===== src/hdl/apu_pkg.sv =====
`timescale 1ns / 1ps
// ----------------------------------------------------------------------------
// apu_pkg
// Shared types and constants of the moment-based parameter update block.
// ----------------------------------------------------------------------------
package apu_pkg;

  localparam int unsigned AddrW     = 12;
  localparam int unsigned ParamCnt  = 4096;
  localparam int unsigned GradW     = 16;
  localparam int unsigned GsqW      = 2 * GradW - 1;
  localparam int unsigned MomW      = 24;
  localparam int unsigned VarW      = 32;
  localparam int unsigned ChgW      = 24;
  localparam int unsigned CfgW      = 16;
  localparam int unsigned CfgIdxW   = 2;
  localparam int unsigned CmdDepth  = 4;
  localparam int unsigned OutDepth  = 32;
  localparam int unsigned CntW      = 6;
  localparam int unsigned RamW      = 1 + MomW + VarW;

  localparam logic [CfgIdxW-1:0] RegLr  = 2'd0;
  localparam logic [CfgIdxW-1:0] RegB1  = 2'd1;
  localparam logic [CfgIdxW-1:0] RegB2  = 2'd2;
  localparam logic [CfgIdxW-1:0] RegEps = 2'd3;

  localparam logic OpUpdate = 1'b0;
  localparam logic OpClear  = 1'b1;

  typedef enum logic {
    CMD_UPDATE,
    CMD_CLEAR
  } cmd_kind_e;

  typedef enum logic {
    ST_SWEEP,
    ST_RUN
  } bk_state_e;

  typedef struct packed {
    logic                    op;
    logic [AddrW-1:0]        param_addr;
    logic signed [GradW-1:0] grad_value;
  } in_item_t;

  typedef struct packed {
    logic [AddrW-1:0]       out_addr;
    logic signed [ChgW-1:0] change_value;
  } out_item_t;

  typedef struct packed {
    logic [CfgW-1:0] lr;
    logic [CfgW-1:0] b1;
    logic [CfgW-1:0] b2;
    logic [CfgW-1:0] eps;
  } cfg_t;

  typedef struct packed {
    cmd_kind_e               kind;
    logic [AddrW-1:0]        addr;
    logic signed [GradW-1:0] grad;
    logic [GsqW-1:0]         gsq;
  } cmd_t;

  typedef struct packed {
    logic  valid;
    cmd_t  cmd;
  } cmd_bus_t;

  typedef struct packed {
    logic            sweeping;
    logic            issue;
    logic [CntW-1:0] outq_cnt;
    logic [CntW-1:0] inflight;
  } bk_status_t;

  typedef struct packed {
    logic                   valid;
    logic signed [MomW-1:0] m;
    logic [VarW-1:0]        v;
  } ram_word_t;

endpackage


===== src/hdl/apu_front.sv =====
`timescale 1ns / 1ps
// ----------------------------------------------------------------------------
// apu_front
// Accepts items, classifies them and holds them in a short command queue.
// ----------------------------------------------------------------------------
module apu_front (
  input  logic                clk_i,
  input  logic                rst_ni,
  input  logic                push,
  output logic                full_o,
  input  apu_pkg::in_item_t   in_item_i,
  input  apu_pkg::bk_status_t status_i,
  output apu_pkg::cmd_bus_t   cmd_o,
  input  logic                cmd_pop_i
);

  localparam int unsigned PtrW = $clog2(apu_pkg::CmdDepth);

  apu_pkg::cmd_t          queue_q [apu_pkg::CmdDepth];
  logic [PtrW-1:0]        wptr_q, wptr_d, rptr_q, rptr_d;
  logic [PtrW:0]          cnt_q, cnt_d;
  logic                   accept;
  logic                   take;
  apu_pkg::cmd_t          cls;
  logic [apu_pkg::GradW-1:0] gmag;

  assign full_o = (cnt_q == (PtrW+1)'(apu_pkg::CmdDepth)) | status_i.sweeping;
  assign accept = push & ~full_o;
  assign take   = cmd_pop_i & (cnt_q != '0);

  // classify and square the gradient
  always_comb begin
    gmag      = in_item_i.grad_value[apu_pkg::GradW-1] ?
                apu_pkg::GradW'(-in_item_i.grad_value) :
                apu_pkg::GradW'(in_item_i.grad_value);
    cls.kind  = (in_item_i.op == apu_pkg::OpClear) ? apu_pkg::CMD_CLEAR :
                                                     apu_pkg::CMD_UPDATE;
    cls.addr  = in_item_i.param_addr;
    cls.grad  = in_item_i.grad_value;
    cls.gsq   = apu_pkg::GsqW'({{apu_pkg::GradW{1'b0}}, gmag} *
                               {{apu_pkg::GradW{1'b0}}, gmag});
  end

  always_comb begin
    wptr_d = wptr_q + PtrW'(accept);
    rptr_d = rptr_q + PtrW'(take);
    cnt_d  = cnt_q + (PtrW+1)'(accept) - (PtrW+1)'(take);
  end

  always_ff @(posedge clk_i or negedge rst_ni) begin
    if (!rst_ni) begin
      wptr_q <= '0;
      rptr_q <= '0;
      cnt_q  <= '0;
    end else begin
      wptr_q <= wptr_d;
      rptr_q <= rptr_d;
      cnt_q  <= cnt_d;
    end
  end

  always_ff @(posedge clk_i) begin
    if (accept) begin
      queue_q[wptr_q] <= cls;
    end
  end

  assign cmd_o.valid = (cnt_q != '0);
  assign cmd_o.cmd   = queue_q[rptr_q];

endmodule


===== config.mk =====
export PLATFORM = sky130hd
export DESIGN_NAME = apu_front
export DESIGN_NICKNAME = d
export VERILOG_FILES = /design/src/hdl/apu_pkg.sv /design/src/hdl/apu_front.sv
export SDC_FILE = /design/constraint.sdc
export NUM_CORES = 1
export LEC_CHECK = 0
export ABC_AREA = 1
export BUFFER_PORTS_ARGS = -buffer_cell sky130_fd_sc_hd__buf_2
export CAP_MARGIN = 20
export CORE_MARGIN = 1.5
export CORE_UTILIZATION = 56
export DETAILED_ROUTE_END_ITERATION = 8
export PLACE_DENSITY = 0.81
export REMOVE_ABC_BUFFERS = 1
export SKIP_LAST_GASP = 1
export SYNTH_ARGS = -nofsm -noshare
export SYNTH_HDL_FRONTEND = slang
export SYNTH_SLANG_ARGS = --single-unit

===== constraint.sdc =====
create_clock -name clk_i -period 7.1 [get_ports clk_i]
set_input_delay 0.355 -clock clk_i [delete_from_list [all_inputs] [get_ports clk_i]]
set_output_delay 0.355 -clock clk_i [all_outputs]
set_load 0.1 [all_outputs]

Word-level counts from Yosys, hierarchy flattened

Memory sizes are Yosys's and may differ from the RTL's.
Cells that the tools add are included.

Bits in writable memories: 240
Input bits: 47
Register bits after elaboration: 7
Memories kept: 1
Output and inout bits: 62
Word-level logic and storage cells: 20

Equal/unequal tests: 1
Bitwise gates (word level): 4
Multiply operators: 1
Reduce and logical (&&, ||, !) cells: 1
Add/sub/neg operators: 5
Muxes and demuxes: 4

Memories:

| name    | words | width | read ports | clocked after memory_dff | write ports | line            | text |
|---|---|---|---|---|---|---|---|
| queue_q | 4     | 60    | 1          | 0                        | 1           | apu_front.sv:19 | `apu_pkg::cmd_t queue_q [apu_pkg::CmdDepth];` |

Operators by type and width:

| kind               | count |
|---|---|
| $mul 16x16->31     | 1 |
| $mux 16            | 1 |
| $neg 16->16        | 1 |
| $add 2x1->2        | 2 |
| $add 3x1->3        | 1 |
| $eq 3x3->1 const B | 1 |
| $mux 1             | 3 |
| $reduce_bool 3->1  | 1 |
| $sub 3x1->3        | 1 |
| $and 1x1->1        | 2 |
| $not 1->1          | 1 |
| $or 1x1->1         | 1 |

Logic depth before layout (Yosys ltp)

Depth in word-level cells: 6
Gate-level depth with buffers: 36
Depth with buffers taken out: 35

Least setup slack after synthesis

OpenSTA, ideal clock, no wires.

Path kind: input-to-reg
Start point: input port in_item_i[0] (netlist bit)
End point: memory queue_q[0][27] (netlist bit) (data pin)
Data required time: 6.834 ns
Buffers on the path: 1
Setup slack: 0.701 ns
Setup time: 0.266 ns
Stages: 30
Arrival: 6.133 ns
Path through: inv_2 > clkbuf_1 > ha_1 > inv_1 > nor2_1 > nand3_2 > nor2_4 > nor2_4 > xor2_4 > inv_2 > nor2_1 > fa_1 > fa_1 > inv_1 > fa_1 > inv_1 > fa_1 > fa_1 > inv_1 > fa_1 > inv_1 > ha_1 > nand2_1 > inv_1 > a21oi_1 > nor2_1 > o21ai_0 > nand3_1 > nand2_1 > nand2_1

RTL lines:

| element     | line            | text |
|---|---|---|
| from (decl) | apu_front.sv:11 | `input apu_pkg::in_item_t in_item_i,` |
| to (decl)   | apu_front.sv:19 |  |

==> flow_summary.toml <==
[run_status]
outcome = "finished, final reports clean"

[floorplanning]
io_pins = 109
dieArea_um2 = 31400
num_rows = 63
dieWidth_um = 177
start_util_pct = 57.1
dieHeight_um = 177
coreArea_um2 = 29700

[critical_path]
cp_max_fo = 10
worstPathRequired_ns = 7.32
slowest_stage = "fa_1"
cp.buffers_inverters = 4
crit_arrival_ns = 6.65
reg2regPathDepth = 6
cpMostUsedCell = "fa_1"
r2r-end = "queue_q[3][17]"
end_kind = "flip-flop"
rrSetupSlack_ns = 4.82
slowest_delay_ns = 0.60
cp_top_family = "adder cells"
timing.rr.start = "cnt_q[1]"
criticalPathCategory = "primary input to flip-flop"
start_kind = "primary input"

[clock_network]
clockBufferDepth = 3
root_buffer = "clkbuf_16"
ctsHtreeMaxLevel = 1
insertion_delay_ns = 0.50
cts_buffers = 21
ctsResizeCount = 0
cts_tree = "done"
cts.sinks = 239
clkTransAtPathRegs_ns = 0.06

[timing]
period_needed_ns = 6.42
fmax_mhz = 156
tightest_slew_ns = 0.916
fin_skew_ns = 0.0154
min_period_over_period_pct = 90.5
hold_viol_final = 0
final-setup-viol-count = 0
fin_tns_setup_ns = 0
worst_hold_slack_ns = 0.0640
rsz0062_at_grt = "no"
drv_slew = 0
relSlewSlack_pct = 39.0

[drt]
vias = 12182
wl_per_cell_um = 16.5
drt_wl_total_mm = 36.4
first_pass_iters = 5
vias_per_cell = 5.53
drcViolationCount = 0
ant_nets = 0
detail_route.iter0.violations = 1165

[cells_and_area]
final_nets = 2109
final_common_cell = "inv_1"
drive_above_1_share_pct = 11.4
final_util_pct = 63.0
antennaDiodeCount = 0
final_cell_mix = "inv_1, nand2_1, edfxtp_1, nor2_1, fa_1"
area_growth_pct = 10.2
n_fill_cell = 2247

[synth]
synth_area_um2 = 17000
yosysTopAreaCell = "edfxtp_1"
synth_area_leaders = "edfxtp_1, fa_1, ha_1"
synth_warnings = 0
synthCells = 1686
ys_ff_latch = 239
synth_cell_types = 38
yosys.area.top_type_share_pct = 41.0
ys_seq_area_share_pct = 42.1
avgSynthCellArea_um2 = 10.1

[global_routing]
grt_pass1_vias = 12561
grt_usage_pct = 24.1
grt_antenna_before_repair = 0
grt_max_degree = 93
grt_pass1_wl_mm = 59.3
gr-total-overflow = 0

[place]
dp.final_hpwl_mm = 26.3
portBuffers = 94
place.gp.congestion = 0.958

[min_path]
hold_path_depth = 1
hold_end = "queue_q[3][57]"
min_path_type = "primary input to flip-flop"
worstHoldStart = "in_item_i[26]"

[flow_run]
maxCapViolCount = 0
-- worst max-delay path by stage --
| stage | from | slack (ns) | depth (start not counted) | endpoint |
|---|---|---|---|---|
| CTS | in_item_i[1] | 0.78 | 27 | queue_q[2][23] |
| detailed placement | in_item_i[1] | 0.27 | 25 | queue_q[3][23] |
| global placement | in_item_i[1] | 0.41 | 27 | queue_q[2][23] |
| finish | in_item_i[1] | 0.68 | 25 | queue_q[0][23] |
| floorplan | in_item_i[0] | 0.86 | 30 | queue_q[0][16] |
| global route | in_item_i[1] | 0.35 | 27 | queue_q[2][23] |
-- per-stage QoR --
step / std cells / setup WS (ns) / cell area (um2)
floorplan: 1644 / 0.857 / 16800
global placement: 2164 / 0.411 / 18000
detailed placement: 2164 / 0.272 / 18000
CTS: 2202 / 0.785 / 18700
global route: 2202 / 0.353 / 18700
finish: 2202 / 0.676 / 18700
-- routing by layer --
metal | GRT usage [%] | vias to the layer above | wire, um
li1 | - | 5642 | -
met1 | 29.9 | 5935 | 14100
met4 | 8.93 | 0 | 994
met2 | 42.6 | 517 | 18500
met5 | 0 | - | 0
met3 | 3.57 | 88 | 2860
-- registers in the layout, summed over array words and instances, names as in the netlist --
| name | flops |
|---|---|
| rptr_q | 2 |
| queue_q | 232 |
| wptr_q | 2 |
| cnt_q | 3 |
-- layout make-up --
| type | count | area (um2) | share of cell area (%) |
|---|---|---|---|
| Tap cell | 390 | 488 | 2.61 |
| Clock buffer | 24 | 537 | 2.87 |
| Sequential cell | 239 | 7150 | 38.2 |
| Inverter | 321 | 1210 | 6.44 |
| Timing Repair Buffer | 131 | 751 | 4.01 |
| Clock inverter | 13 | 143 | 0.762 |
| Multi-Input combinational cell | 1084 | 8450 | 45.1 |
-- cell usage after synthesis --
cell / n
inv_1: 309
nand2_1: 247
edfxtp_1: 232
nor2_1: 210
fa_1: 166
o21ai_0: 134
ha_1: 98
o22ai_1: 58
clkbuf_1: 37
nand3_1: 36
a21oi_1: 27
xor2_1: 19
nand4_1: 15
nor3_1: 14
inv_2: 11
buf_2: 8
dfrtp_1: 7
nor2_2: 7
nor2_4: 7
xnor2_1: 6
buf_4: 5
nand2_2: 5
o21bai_1: 5
buf_6: 3
nand3_2: 3
and2_1: 2
conb_1: 2
xor2_2: 2
xor2_4: 2
a31o_2: 1
clkinv_1: 1
nand3b_1: 1
nor3b_1: 1
o211ai_1: 1
o21a_1: 1
o21ai_2: 1
or2_1: 1
or2_2: 1
-- cell families after synthesis --
kind of cell	after synthesis	share of synthesized area, %
simple gates	550	13.4
flops	239	42.1
other cells	2	0.0442
buf+inv	374	8.57
xor+xnor	29	1.81
compound gates	228	7.29
fa+ha+maj	264	26.8
-- timing repair --
item | CTS | global route
hold buffers | 1 | 0
endpoints found under the setup margin | 0 | 0
hold endpoints to repair | 7 | 0
buffers inserted | 0 | 0
Power is left out: the tool's default activity adds up to more than one toggle a clock period on the data nets, which glitch-free logic cannot reach.
